**src/rtl/core/bba_pkg.sv**
```systemverilog
// bba_pkg: shared types and constants of the buddy block allocator
// node status codes, datapath command and status structs
// no dependencies
`timescale 1ns / 1ps

package bba_pkg;

	localparam int MIN_ORDER_DEF   = 8;
	localparam int TREE_LEVELS_DEF = 10;

	// node status codes as kept in the tree memory
	typedef enum logic [1:0] {
		ST_FREE  = 2'd0,
		ST_SPLIT = 2'd1,
		ST_USED  = 2'd2
	} node_st_t;

	// tree memory address source
	typedef enum logic [2:0] {
		AS_NODE,
		AS_LEFT,
		AS_RIGHT,
		AS_PARENT
	} asel_t;

	// move of the tree cursor
	typedef enum logic [2:0] {
		MV_NONE,
		MV_ROOT,
		MV_LEFT,
		MV_RIGHT,
		MV_SIB,
		MV_UP,
		MV_INC
	} mv_t;

	typedef struct packed {
		logic     mem_rd;
		logic     mem_wr;
		node_st_t wdata;
		asel_t    asel;
		mv_t      mv;
		logic     load;
		logic     off_ld;
		logic     j_inc;
		logic     wasf_set;
		logic     left_ld;
		logic     freed_ld;
		logic     total_sub;
		logic     total_add;
		logic     ok_set;
		logic     res_ld;
	} dp_cmd_t;

	typedef struct packed {
		node_st_t st;
		logic     fit;
		logic     j_last;
		logic     at_target;
		logic     is_root;
		logic     is_leaf;
		logic     side_par;
		logic     wasf_par;
		logic     side_cur;
		logic     free_ok;
		logic     mismatch;
		logic     left_free;
		logic     clr_last;
	} dp_stat_t;

endpackage

```
**src/rtl/core/bba_in_if.sv**
```systemverilog
// bba_in_if: request channel of the buddy block allocator
// depends on nothing
`timescale 1ns / 1ps

interface bba_in_if;
	logic        valid;
	logic        ready;
	logic        kind;
	logic [31:0] request_size;
	logic [31:0] address;

	modport source (output valid, kind, request_size, address, input ready);
	modport sink (input valid, kind, request_size, address, output ready);
endinterface

```
**src/rtl/core/bba_out_if.sv**
```systemverilog
// bba_out_if: result channel of the buddy block allocator
// depends on nothing
`timescale 1ns / 1ps

interface bba_out_if;
	logic        valid;
	logic        ready;
	logic        alloc_ok;
	logic [31:0] block_address;
	logic [17:0] freed_bytes;
	logic [17:0] free_total;

	modport source (output valid, alloc_ok, block_address, freed_bytes, free_total,
		input ready);
	modport sink (input valid, alloc_ok, block_address, freed_bytes, free_total,
		output ready);
endinterface

```
**src/rtl/core/bba_datapath.sv**
```systemverilog
// bba_datapath: tree memory, tree cursor, size search, byte counters, result word
// depends on bba_pkg
`timescale 1ns / 1ps

module bba_datapath #(
	parameter int MIN_ORDER   = bba_pkg::MIN_ORDER_DEF,
	parameter int TREE_LEVELS = bba_pkg::TREE_LEVELS_DEF
) (
	input  logic             clk,
	input  logic             arst_n,
	input  bba_pkg::dp_cmd_t cmd,
	output bba_pkg::dp_stat_t stat,
	input  logic [31:0]      base,
	input  logic [31:0]      request_size,
	input  logic [31:0]      address,
	output logic             res_ok,
	output logic [31:0]      res_blk,
	output logic [17:0]      res_freed,
	output logic [17:0]      res_total
);

	localparam int RW    = MIN_ORDER + TREE_LEVELS - 1;
	localparam int NODES = (1 << TREE_LEVELS) - 1;
	localparam int NW    = TREE_LEVELS;
	localparam int DW    = (TREE_LEVELS > 1) ? $clog2(TREE_LEVELS) : 1;
	localparam logic [17:0] TOTAL_RST = 18'((33'd1 << RW));

	logic [1:0]             mem [NODES];
	bba_pkg::node_st_t      rdata_q;
	logic [31:0]            req_q;
	logic [31:0]            addr_q;
	logic [NW-1:0]          node_q;
	logic [DW-1:0]          depth_q;
	logic [DW-1:0]          j_q;
	logic [TREE_LEVELS-1:0] path_q;
	logic [TREE_LEVELS-1:0] wasf_q;
	logic                   left_free_q;
	logic [17:0]            freed_q;
	logic [17:0]            total_q;
	logic                   ok_q;

	logic [DW:0]            sh_cur;
	logic [NW-1:0]          pw_cur;
	logic [NW-1:0]          pw_child;
	logic [NW-1:0]          left_a;
	logic [NW-1:0]          right_a;
	logic [NW-1:0]          sib_a;
	logic [NW-1:0]          parent_a;
	logic [NW-1:0]          maddr;
	logic [DW-1:0]          dm1;
	logic [RW-1:0]          off;
	logic [32:0]            diff;
	logic [TREE_LEVELS-1:0] lowmask;
	logic [17:0]            want18;
	logic [17:0]            chunk18;

	// cursor neighbors
	always_comb begin
		sh_cur   = (DW+1)'(TREE_LEVELS) - {1'b0, depth_q};
		pw_cur   = NW'(1) << sh_cur;
		pw_child = NW'(1) << (sh_cur - (DW+1)'(1));
		dm1      = depth_q - DW'(1);
		left_a   = node_q + NW'(1);
		right_a  = node_q + pw_child;
		sib_a    = node_q - NW'(1) + pw_cur;
		parent_a = path_q[dm1] ? (node_q - pw_cur) : (node_q - NW'(1));
	end

	// path bits to region offset, current and deeper levels below
	always_comb begin
		off = '0;
		for (int i = 0; i < TREE_LEVELS; i++) begin
			off[RW-1-i] = path_q[i];
		end
		for (int i = 0; i < TREE_LEVELS; i++) begin
			lowmask[i] = ((DW+1)'(i) >= {1'b0, depth_q});
		end
	end

	// free address check and sizes
	always_comb begin
		diff    = {1'b0, addr_q} - {1'b0, base};
		want18  = 18'((33'd1 << (6'(MIN_ORDER) + 6'(j_q))));
		chunk18 = 18'((33'd1 << (6'(RW) - 6'(depth_q))));
	end

	always_comb begin
		case (cmd.asel)
			bba_pkg::AS_LEFT:   maddr = left_a;
			bba_pkg::AS_RIGHT:  maddr = right_a;
			bba_pkg::AS_PARENT: maddr = parent_a;
			default:            maddr = node_q;
		endcase
	end

	// status to the controller
	always_comb begin
		stat.st        = rdata_q;
		stat.fit       = ({1'b0, req_q} <= (33'd1 << (6'(MIN_ORDER) + 6'(j_q))));
		stat.j_last    = (j_q == DW'(TREE_LEVELS - 1));
		stat.at_target = (({1'b0, depth_q} + {1'b0, j_q}) == (DW+1)'(TREE_LEVELS - 1));
		stat.is_root   = (depth_q == '0);
		stat.is_leaf   = (depth_q == DW'(TREE_LEVELS - 1));
		stat.side_par  = path_q[dm1];
		stat.wasf_par  = wasf_q[dm1];
		stat.side_cur  = path_q[depth_q];
		stat.free_ok   = !diff[32] && ((diff[31:0] >> RW) == 32'd0)
			&& (diff[MIN_ORDER-1:0] == '0);
		stat.mismatch  = |(path_q & lowmask);
		stat.left_free = left_free_q;
		stat.clr_last  = (node_q == NW'(NODES - 1));
	end

	// tree memory, one port, registered read
	always_ff @(posedge clk) begin
		if (cmd.mem_wr) begin
			mem[maddr] <= cmd.wdata;
		end
		if (cmd.mem_rd) begin
			rdata_q <= bba_pkg::node_st_t'(mem[maddr]);
		end
	end

	// cursor and free total
	always_ff @(posedge clk or negedge arst_n) begin
		if (!arst_n) begin
			node_q  <= '0;
			depth_q <= '0;
			path_q  <= '0;
			total_q <= TOTAL_RST;
		end else begin
			if (cmd.load) begin
				path_q <= '0;
			end
			if (cmd.off_ld) begin
				for (int i = 0; i < TREE_LEVELS; i++) begin
					path_q[i] <= diff[RW-1-i];
				end
			end
			case (cmd.mv)
				bba_pkg::MV_ROOT: begin
					node_q  <= '0;
					depth_q <= '0;
				end
				bba_pkg::MV_LEFT: begin
					node_q  <= left_a;
					depth_q <= depth_q + DW'(1);
				end
				bba_pkg::MV_RIGHT: begin
					node_q          <= right_a;
					path_q[depth_q] <= 1'b1;
					depth_q         <= depth_q + DW'(1);
				end
				bba_pkg::MV_SIB: begin
					node_q      <= sib_a;
					path_q[dm1] <= 1'b1;
				end
				bba_pkg::MV_UP: begin
					node_q      <= parent_a;
					path_q[dm1] <= 1'b0;
					depth_q     <= dm1;
				end
				bba_pkg::MV_INC: begin
					node_q <= node_q + NW'(1);
				end
				default: ;
			endcase
			if (cmd.total_sub) begin
				total_q <= total_q - want18;
			end else if (cmd.total_add) begin
				total_q <= total_q + freed_q;
			end
		end
	end

	// operation scratch and result word
	always_ff @(posedge clk) begin
		if (cmd.load) begin
			req_q   <= request_size;
			addr_q  <= address;
			j_q     <= '0;
			freed_q <= '0;
			ok_q    <= 1'b0;
		end
		if (cmd.j_inc) begin
			j_q <= j_q + DW'(1);
		end
		if (cmd.wasf_set) begin
			wasf_q[depth_q] <= (rdata_q == bba_pkg::ST_FREE);
		end
		if (cmd.left_ld) begin
			left_free_q <= (rdata_q == bba_pkg::ST_FREE);
		end
		if (cmd.freed_ld) begin
			freed_q <= (rdata_q == bba_pkg::ST_USED) ? chunk18 : 18'd0;
		end
		if (cmd.ok_set) begin
			ok_q <= 1'b1;
		end
		if (cmd.res_ld) begin
			res_ok    <= ok_q;
			res_blk   <= ok_q ? (base + 32'(off)) : 32'd0;
			res_freed <= freed_q;
			res_total <= total_q;
		end
	end

endmodule

```
**src/rtl/core/bba_ctrl.sv**
```systemverilog
// bba_ctrl: sequencer of the buddy block allocator (clearing, search, free walk)
// depends on bba_pkg
`timescale 1ns / 1ps

module bba_ctrl (
	input  logic              clk,
	input  logic              arst_n,
	input  logic              in_valid,
	input  logic              in_kind,
	output logic              in_ready,
	output logic              out_valid,
	input  logic              out_ready,
	input  bba_pkg::dp_stat_t stat,
	output bba_pkg::dp_cmd_t  cmd
);

	typedef enum logic [3:0] {
		S_CLEAR,
		S_IDLE,
		S_SIZE,
		S_ARD,
		S_AEV,
		S_ARET,
		S_FCHK,
		S_FRD,
		S_FEV,
		S_FUP,
		S_FRDL,
		S_FRDR,
		S_FMRG,
		S_DONE
	} state_t;

	state_t state_q;
	state_t state_d;
	logic   out_valid_q;

	assign in_ready  = (state_q == S_IDLE);
	assign out_valid = out_valid_q;

	// commands and next state
	always_comb begin
		cmd     = '0;
		state_d = state_q;
		case (state_q)
			S_CLEAR: begin
				cmd.mem_wr = 1'b1;
				cmd.wdata  = bba_pkg::ST_FREE;
				cmd.asel   = bba_pkg::AS_NODE;
				cmd.mv     = bba_pkg::MV_INC;
				if (stat.clr_last) begin
					state_d = S_IDLE;
				end
			end
			S_IDLE: begin
				if (in_valid) begin
					cmd.load = 1'b1;
					state_d  = in_kind ? S_FCHK : S_SIZE;
				end
			end
			// round request up, one power of two a cycle
			S_SIZE: begin
				if (stat.fit) begin
					cmd.mv  = bba_pkg::MV_ROOT;
					state_d = S_ARD;
				end else if (stat.j_last) begin
					state_d = S_DONE;
				end else begin
					cmd.j_inc = 1'b1;
				end
			end
			S_ARD: begin
				cmd.mem_rd = 1'b1;
				state_d    = S_AEV;
			end
			// visit one node of the depth-first search
			S_AEV: begin
				if (stat.st == bba_pkg::ST_USED) begin
					state_d = S_ARET;
				end else if (stat.at_target) begin
					if (stat.st == bba_pkg::ST_SPLIT) begin
						state_d = S_ARET;
					end else begin
						cmd.mem_wr    = 1'b1;
						cmd.wdata     = bba_pkg::ST_USED;
						cmd.total_sub = 1'b1;
						cmd.ok_set    = 1'b1;
						state_d       = S_DONE;
					end
				end else begin
					cmd.wasf_set = 1'b1;
					cmd.mem_wr   = 1'b1;
					cmd.wdata    = bba_pkg::ST_SPLIT;
					cmd.mv       = bba_pkg::MV_LEFT;
					state_d      = S_ARD;
				end
			end
			// failed subtree: try right sibling or back out, restoring new splits
			S_ARET: begin
				if (stat.is_root) begin
					state_d = S_DONE;
				end else if (!stat.side_par) begin
					cmd.mv  = bba_pkg::MV_SIB;
					state_d = S_ARD;
				end else begin
					if (stat.wasf_par) begin
						cmd.mem_wr = 1'b1;
						cmd.wdata  = bba_pkg::ST_FREE;
						cmd.asel   = bba_pkg::AS_PARENT;
					end
					cmd.mv = bba_pkg::MV_UP;
				end
			end
			S_FCHK: begin
				if (stat.free_ok) begin
					cmd.off_ld = 1'b1;
					cmd.mv     = bba_pkg::MV_ROOT;
					state_d    = S_FRD;
				end else begin
					state_d = S_DONE;
				end
			end
			S_FRD: begin
				cmd.mem_rd = 1'b1;
				state_d    = S_FEV;
			end
			// walk down toward the block at the offset
			S_FEV: begin
				if (stat.st != bba_pkg::ST_SPLIT) begin
					if (!stat.mismatch) begin
						cmd.mem_wr   = 1'b1;
						cmd.wdata    = bba_pkg::ST_FREE;
						cmd.freed_ld = 1'b1;
					end
					state_d = S_FUP;
				end else if (stat.is_leaf) begin
					state_d = S_FUP;
				end else begin
					cmd.mv  = stat.side_cur ? bba_pkg::MV_RIGHT : bba_pkg::MV_LEFT;
					state_d = S_FRD;
				end
			end
			S_FUP: begin
				if (stat.is_root) begin
					cmd.total_add = 1'b1;
					state_d       = S_DONE;
				end else begin
					cmd.mv  = bba_pkg::MV_UP;
					state_d = S_FRDL;
				end
			end
			S_FRDL: begin
				cmd.mem_rd = 1'b1;
				cmd.asel   = bba_pkg::AS_LEFT;
				state_d    = S_FRDR;
			end
			S_FRDR: begin
				cmd.left_ld = 1'b1;
				cmd.mem_rd  = 1'b1;
				cmd.asel    = bba_pkg::AS_RIGHT;
				state_d     = S_FMRG;
			end
			// merge parent when both halves are free
			S_FMRG: begin
				if (stat.left_free && (stat.st == bba_pkg::ST_FREE)) begin
					cmd.mem_wr = 1'b1;
					cmd.wdata  = bba_pkg::ST_FREE;
				end
				state_d = S_FUP;
			end
			S_DONE: begin
				if (!out_valid_q || out_ready) begin
					cmd.res_ld = 1'b1;
					state_d    = S_IDLE;
				end
			end
			default: state_d = S_IDLE;
		endcase
	end

	// state and result valid
	always_ff @(posedge clk or negedge arst_n) begin
		if (!arst_n) begin
			state_q     <= S_CLEAR;
			out_valid_q <= 1'b0;
		end else begin
			state_q <= state_d;
			if (cmd.res_ld) begin
				out_valid_q <= 1'b1;
			end else if (out_ready) begin
				out_valid_q <= 1'b0;
			end
		end
	end

	a_accept_start: assert property (@(posedge clk) disable iff (!arst_n)
		(in_valid && in_ready) |=> (state_q == S_SIZE || state_q == S_FCHK))
		else $error("accepted word did not start an operation");

	a_idle_quiet: assert property (@(posedge clk) disable iff (!arst_n)
		(state_q == S_IDLE) |-> (!cmd.mem_wr && !cmd.mem_rd))
		else $error("tree memory access while idle");

	a_result_from_done: assert property (@(posedge clk) disable iff (!arst_n)
		$rose(out_valid_q) |-> ($past(state_q) == S_DONE))
		else $error("result word raised outside completion");

	a_no_accept_in_clear: assert property (@(posedge clk) disable iff (!arst_n)
		(state_q == S_CLEAR) |-> !in_ready)
		else $error("input taken during clearing pass");

endmodule

```
**src/rtl/core/buddy_block_allocator_core.sv**
```systemverilog
// buddy_block_allocator_core: top level, APB region base register and channels
// depends on bba_pkg, bba_in_if, bba_out_if, bba_ctrl, bba_datapath
// sequence: alloc sizes the request, then reads and evaluates each node visited
//   and steps back out of a failed subtree; free checks the address, reads down one
//   level at a time, then per level up reads both halves and merges them if free
// throughput: one word at a time, set by the single-port tree memory walk
// reset: clearing pass marks every tree node free before the first word is taken
`timescale 1ns / 1ps

module buddy_block_allocator_core #(
	parameter int MIN_ORDER   = bba_pkg::MIN_ORDER_DEF,
	parameter int TREE_LEVELS = bba_pkg::TREE_LEVELS_DEF
) (
	input  logic        clk,
	input  logic        arst_n,
	bba_in_if.sink      in_word,
	bba_out_if.source   out_word,
	input  logic        psel,
	input  logic        penable,
	input  logic        pwrite,
	input  logic [2:0]  paddr,
	input  logic [31:0] pwdata,
	output logic [31:0] prdata,
	output logic        pready
);

	localparam logic REG_REGION_BASE = 1'b0;

	logic [31:0]       base_q;
	bba_pkg::dp_cmd_t  cmd;
	bba_pkg::dp_stat_t stat;

	// region base register
	assign pready = 1'b1;
	assign prdata = (paddr[2] == REG_REGION_BASE) ? base_q : 32'd0;

	always_ff @(posedge clk or negedge arst_n) begin
		if (!arst_n) begin
			base_q <= '0;
		end else if (psel && penable && pwrite && (paddr[2] == REG_REGION_BASE)) begin
			base_q <= pwdata;
		end
	end

	bba_ctrl u_ctrl (
		.clk       (clk),
		.arst_n    (arst_n),
		.in_valid  (in_word.valid),
		.in_kind   (in_word.kind),
		.in_ready  (in_word.ready),
		.out_valid (out_word.valid),
		.out_ready (out_word.ready),
		.stat      (stat),
		.cmd       (cmd)
	);

	bba_datapath #(
		.MIN_ORDER   (MIN_ORDER),
		.TREE_LEVELS (TREE_LEVELS)
	) u_dp (
		.clk          (clk),
		.arst_n       (arst_n),
		.cmd          (cmd),
		.stat         (stat),
		.base         (base_q),
		.request_size (in_word.request_size),
		.address      (in_word.address),
		.res_ok       (out_word.alloc_ok),
		.res_blk      (out_word.block_address),
		.res_freed    (out_word.freed_bytes),
		.res_total    (out_word.free_total)
	);

endmodule
```
**src/flat_wrapper.sv**
```systemverilog
// flat-port wrapper written by rule: the top's interface ports become plain ports
module buddy_block_allocator_core_flat 
#(
	parameter int MIN_ORDER   = bba_pkg::MIN_ORDER_DEF,
	parameter int TREE_LEVELS = bba_pkg::TREE_LEVELS_DEF
)
  (clk, arst_n, psel, penable, pwrite, paddr, pwdata, prdata, pready, in_word_valid, in_word_kind, in_word_request_size, in_word_address, in_word_ready, out_word_valid, out_word_alloc_ok, out_word_block_address, out_word_freed_bytes, out_word_free_total, out_word_ready);
  bba_in_if in_word_i ();
  bba_out_if out_word_i ();
  input  logic clk;
  input  logic arst_n;
  input  logic psel;
  input  logic penable;
  input  logic pwrite;
  input  logic [2:0] paddr;
  input  logic [31:0] pwdata;
  output logic [31:0] prdata;
  output logic pready;
  input wire logic [$bits(in_word_i.valid)-1:0] in_word_valid;
  input wire logic [$bits(in_word_i.kind)-1:0] in_word_kind;
  input wire logic [$bits(in_word_i.request_size)-1:0] in_word_request_size;
  input wire logic [$bits(in_word_i.address)-1:0] in_word_address;
  output wire logic [$bits(in_word_i.ready)-1:0] in_word_ready;
  output wire logic [$bits(out_word_i.valid)-1:0] out_word_valid;
  output wire logic [$bits(out_word_i.alloc_ok)-1:0] out_word_alloc_ok;
  output wire logic [$bits(out_word_i.block_address)-1:0] out_word_block_address;
  output wire logic [$bits(out_word_i.freed_bytes)-1:0] out_word_freed_bytes;
  output wire logic [$bits(out_word_i.free_total)-1:0] out_word_free_total;
  input wire logic [$bits(out_word_i.ready)-1:0] out_word_ready;
  assign in_word_i.valid = in_word_valid;
  assign in_word_i.kind = in_word_kind;
  assign in_word_i.request_size = in_word_request_size;
  assign in_word_i.address = in_word_address;
  assign in_word_ready = in_word_i.ready;
  assign out_word_valid = out_word_i.valid;
  assign out_word_alloc_ok = out_word_i.alloc_ok;
  assign out_word_block_address = out_word_i.block_address;
  assign out_word_freed_bytes = out_word_i.freed_bytes;
  assign out_word_free_total = out_word_i.free_total;
  assign out_word_i.ready = out_word_ready;
  buddy_block_allocator_core #(.MIN_ORDER(MIN_ORDER), .TREE_LEVELS(TREE_LEVELS)) u_core (.clk(clk), .arst_n(arst_n), .in_word(in_word_i), .out_word(out_word_i), .psel(psel), .penable(penable), .pwrite(pwrite), .paddr(paddr), .pwdata(pwdata), .prdata(prdata), .pready(pready));
endmodule
```
**config.mk**
```make
export PLATFORM = sky130hd
export DESIGN_NAME = buddy_block_allocator_core_flat
export DESIGN_NICKNAME = d
export VERILOG_FILES = /design/src/rtl/core/bba_pkg.sv /design/src/rtl/core/bba_in_if.sv /design/src/rtl/core/bba_out_if.sv /design/src/rtl/core/bba_datapath.sv /design/src/rtl/core/bba_ctrl.sv /design/src/rtl/core/buddy_block_allocator_core.sv /design/src/flat_wrapper.sv
export SDC_FILE = /design/constraint.sdc
export NUM_CORES = 2
export LEC_CHECK = 0
export BUFFER_PORTS_ARGS = -buffer_cell sky130_fd_sc_hd__buf_4
export CAP_MARGIN = 40
export CORE_MARGIN = 4
export CORE_UTILIZATION = 45
export CTS_CLUSTER_DIAMETER = 150
export DETAILED_ROUTE_END_ITERATION = 10
export HOLD_SLACK_MARGIN = 0.05
export PLACE_DENSITY = 0.6
export SLEW_MARGIN = 20
export SYNTH_ARGS = -nofsm -noshare
export SYNTH_HDL_FRONTEND = slang
export SYNTH_HIERARCHICAL = 1
export SYNTH_SLANG_ARGS = --single-unit
```
**constraint.sdc**
```tcl
create_clock -name clk -period 146.2 [get_ports clk]
set_input_delay 7.31 -clock clk [delete_from_list [all_inputs] [get_ports clk]]
set_output_delay 7.31 -clock clk [all_outputs]
set_load 0.01 [all_outputs]
```
==> metrics <==
clock buffer depth=3; endpoint class of the critical path=primary output; crit path cell chain=buf_4, nor2b_1, buf_4; Worst setup SP type=primary input; Hold Path Sink=u_core/u_dp/res_total[0]$_DFFE_PP_; Netlist cell types=117; number of flops mapped to enable cells by yosys=2,214; CP max stage delay=0.29 ns; CTS Buf Count=234; Post-synth top flop=edfxtp_1; min Tclk post-route=between 15 and 20 ns; Min-Delay Path Depth=0; Clock Pin Slew Worst Setup and Hold Paths=0.06 ns; CTS tree=done; critical path arrival=7.86 ns; Setup TNS=0 ns; Reg-to-Reg Start=u_core/u_dp/depth_q[1]$_DFFE_PN0P_; Async SR Flop Fraction=0.0344; Slowest-stage cell, CP=buf_4; Final Max Tran Viols=0; synth warn=6; status=completed; post-route cell area=0.116 sq mm; drt wl/cell=25.5 um; P per Cell Area=11.4 mW/mm^2; WP buf/inv=2; max cap viols=0; Post-Route Utilization=0.507; die area=0.237 sq mm; Lkg Pwr=42.4 nW; FF-to-FF path depth=27; H-tree Lvls=4; CP Class=primary input to primary output; syn avg cell area=~11 sq um; sequential fraction of the synthesis area=0.662; DRC violation total after the first TritonRoute iteration=8,378; Mapped Cells=approximately 9,000; Avg Vias per Cell=5.90; WL final=313 mm; worst hold start=u_core/u_dp/total_q[0]$_DFFE_PN0P_; Cell Rows=between 150 and 200; R2R setup slack=between 100 and 150 ns; GRT Resource Usage Total=0.258; Synth Register Bits=2,294; WP depth=3; Resized cells post-CTS=0; Core Box Area=0.228 sq mm; Die Wd=around 500 um; global-route wire length before repair=458 mm; GR Overflow Total=0; slew margin rel.=0.143; die height=487 um; io pins=211; Area Overhead vs Synth=11.9%; unrepaired setup endpoints after global routing=no; crit path max fanout=33; Fmax=0.0659 GHz; crit-path leading delay family=buffers and inverters; placed insts=11,800; Hold Crit Class=register to register; antenna violations before repair=6; Sink Count=2,294; RePlAce Congestion=0.862; Net count, final=9,307; vias in the first global route=between 60,000 and 70,000; hold_buf cts=0; final setup fails=0; final hold vios=0; VDD IR max=approximately 0.000011 V; worst clock skew=0.0611 ns; PortBufs=207; Cell Area, Synth=0.103 sq mm; Critical R2R Capture=u_core/u_dp/rdata_q[0]$_DFFE_PP_; CP required=138.89 ns; Residual DRC=0; Cell Area, Placed=0.108 sq mm; post-detail-place hpwl=181 mm; Root Buffer Master=clkbuf_16; Worst-Margin Slew=roughly 1.3 ns; starting density of the core=0.454; most frequent CP cell=buf_4; layout cell share with drive strength beyond 1=0.106; fin cells=12,300; final period utilization=0.104; Pre-antenna DRT Iters=9; Clk Latency, worst-skew pair=0.90 ns; largest net degree at the start of global routing=~230; post-route ant nets=0; Pwr Total=approximately 1.3 mW; setup bufs post-CTS=0; vias=72,400
-- cells by family (layout without fill, tap and decap cells) --
logic type | after synthesis | in the layout | synth area share
DFF | 2294 | 2294 | 0.662
and+or+nand+nor | 4790 | 4790 | 0.202
adders and majority gates | 147 | 147 | 0.0183
xor gates and xnor gates | 103 | 103 | 0.00873
buffers and inverters | 768 | 975 | 0.0358
muxes | 231 | 231 | 0.0254
other | 3 | 15 | 0.000109
AOI/OAI and AO/OA | 706 | 706 | 0.0469
-- cells in the final DEF (no fill, tap or decap), drive strengths merged, types with 23 or more instances in the layout --
master,instances
edfxtp,2214
nand2,1950
nor2,1161
nand3,1124
buf,426
clkbuf,287
and3,148
ha,139
mux2i,128
a21oi,125
o21ai,124
inv,121
clkinv,119
a31oi,98
mux2,97
dfrtp,78
nor3,77
xnor2,69
nor2b,64
nand4,62
nand2b,41
o22ai,39
and2,38
a211oi,35
xor2,34
a311oi,32
nor4,30
nand3b,25
o21a,24
a21o,23
-- flip-flops by register name (all words and copies together), names as in the netlist, 10 cells and up --
name                   cells
u_core/u_dp/mem         2046
u_core/u_dp/total_q       18
u_core/u_dp/req_q         32
u_core/u_dp/path_q        10
u_core/u_dp/freed_q       18
u_core/base_q             32
u_core/u_dp/node_q        10
u_core/u_dp/res_total     18
u_core/u_dp/res_freed     18
u_core/u_dp/res_blk       32
u_core/u_dp/addr_q        32
u_core/u_dp/wasf_q        10
-- report_power, final --
group	internal, mW	total (mW)	leakage, nW	switching, mW
Clock	0.322	0.577	3.60	0.255
Combinational	0.0150	0.0301	13.0	0.0151
Sequential	0.712	0.715	25.7	0.00306
Total	1.05	1.32	42.4	0.273
-- metrics by stage --
stage | setup slack (ns) | hold slack (ns)
3_3_place_gp | 131.04 | 0.462
6_report | 131.03 | 0.485
4_1_cts | 131.02 | 0.486
2_1_floorplan | 80.24 | 0.443
5_1_grt | 130.95 | 0.502
3_5_place_dp | 131.02 | 0.469
-- worst reg2reg max path: cells and delay by family, from the launching register on --
family	cells	cell delay [ns]
AO/OA/AOI/OAI	8	2.27
AND/OR/NAND/NOR	10	4.38
flip-flops	1	0.38
adder cells (fa/ha/maj)	1	0.62
buffers and inverters	8	2.98
-- final cells by class --
class / count / area (sq um)
Sequential cell: 2294 / 68500
Tap cell: 3009 / 3760
Inverter: 111 / 419
Fill cell: 20000 / 112000
Antenna cell: 6 / 15.0
Clock inverter: 150 / 1270
Multi-Input combinational cell: 5986 / 31600
Timing Repair Buffer: 427 / 4030
Clock buffer: 287 / 6090
-- cell usage after synthesis (9+ instances only) --
library cell / n / area share
nand4_1: 62 / 0.0038
a22oi_1: 19 / 0.0014
inv_1: 109 / 0.0040
buf_4: 77 / 0.0056
ha_1: 139 / 0.017
clkbuf_1: 217 / 0.0079
o31ai_1: 20 / 0.0015
nand3_1: 1123 / 0.054
buf_6: 20 / 0.0022
o2111ai_1: 13 / 0.0011
a21o_1: 23 / 0.0017
edfxtp_1: 2214 / 0.64
mux2i_1: 128 / 0.012
nor2_1: 1158 / 0.042
nand3b_1: 25 / 0.0018
a221oi_1: 17 / 0.0014
a21oi_1: 125 / 0.0061
o21ai_0: 118 / 0.0057
o221ai_1: 9 / 0.00076
o22ai_1: 39 / 0.0024
mux2_4: 30 / 0.0044
nor4_1: 30 / 0.0018
o21a_1: 23 / 0.0017
and3_1: 147 / 0.0089
xor2_1: 34 / 0.0029
o211ai_1: 12 / 0.00087
nand2_1: 1946 / 0.071
a211oi_1: 34 / 0.0025
dfrtp_1: 78 / 0.019
nor3_1: 72 / 0.0035
buf_1: 40 / 0.0015
a21boi_0: 9 / 0.00065
and2_1: 35 / 0.0021
o21bai_1: 15 / 0.0011
nand2b_1: 40 / 0.0024
mux2_2: 67 / 0.0073
a31oi_1: 97 / 0.0059
and4_1: 14 / 0.0012
xnor2_1: 69 / 0.0058
or3_1: 17 / 0.0010
buf_2: 302 / 0.015
nor2b_1: 64 / 0.0039
a311oi_1: 32 / 0.0027
-- routing by layer --
| metal | wire (um) | up-vias | track usage |
|---|---|---|---|
| li1 | - | 32400 | - |
| met1 | 127000 | 36100 | 0.352 |
| met2 | 146000 | 3371 | 0.412 |
| met3 | 28100 | 562 | 0.0476 |
| met4 | 12200 | 2 | 0.0945 |
| met5 | 12 | - | 0 |
-- worst max path at each step --
stage                                       start                         endpoint  slack, ns
2_1_floorplan  u_core/u_dp/depth_q[1]$_DFFE_PN0P_  u_core/u_dp/mem[0][0]$_DFFE_PP_      80.24
3_3_place_gp                             paddr[2]                       prdata[15]     131.04
3_5_place_dp                             paddr[2]                       prdata[14]     131.02
4_1_cts                                  paddr[2]                       prdata[14]     131.02
5_1_grt                                  paddr[2]                        prdata[8]     130.95
6_report                                 paddr[2]                       prdata[14]     131.03
(Power assumes the default switching activity.)
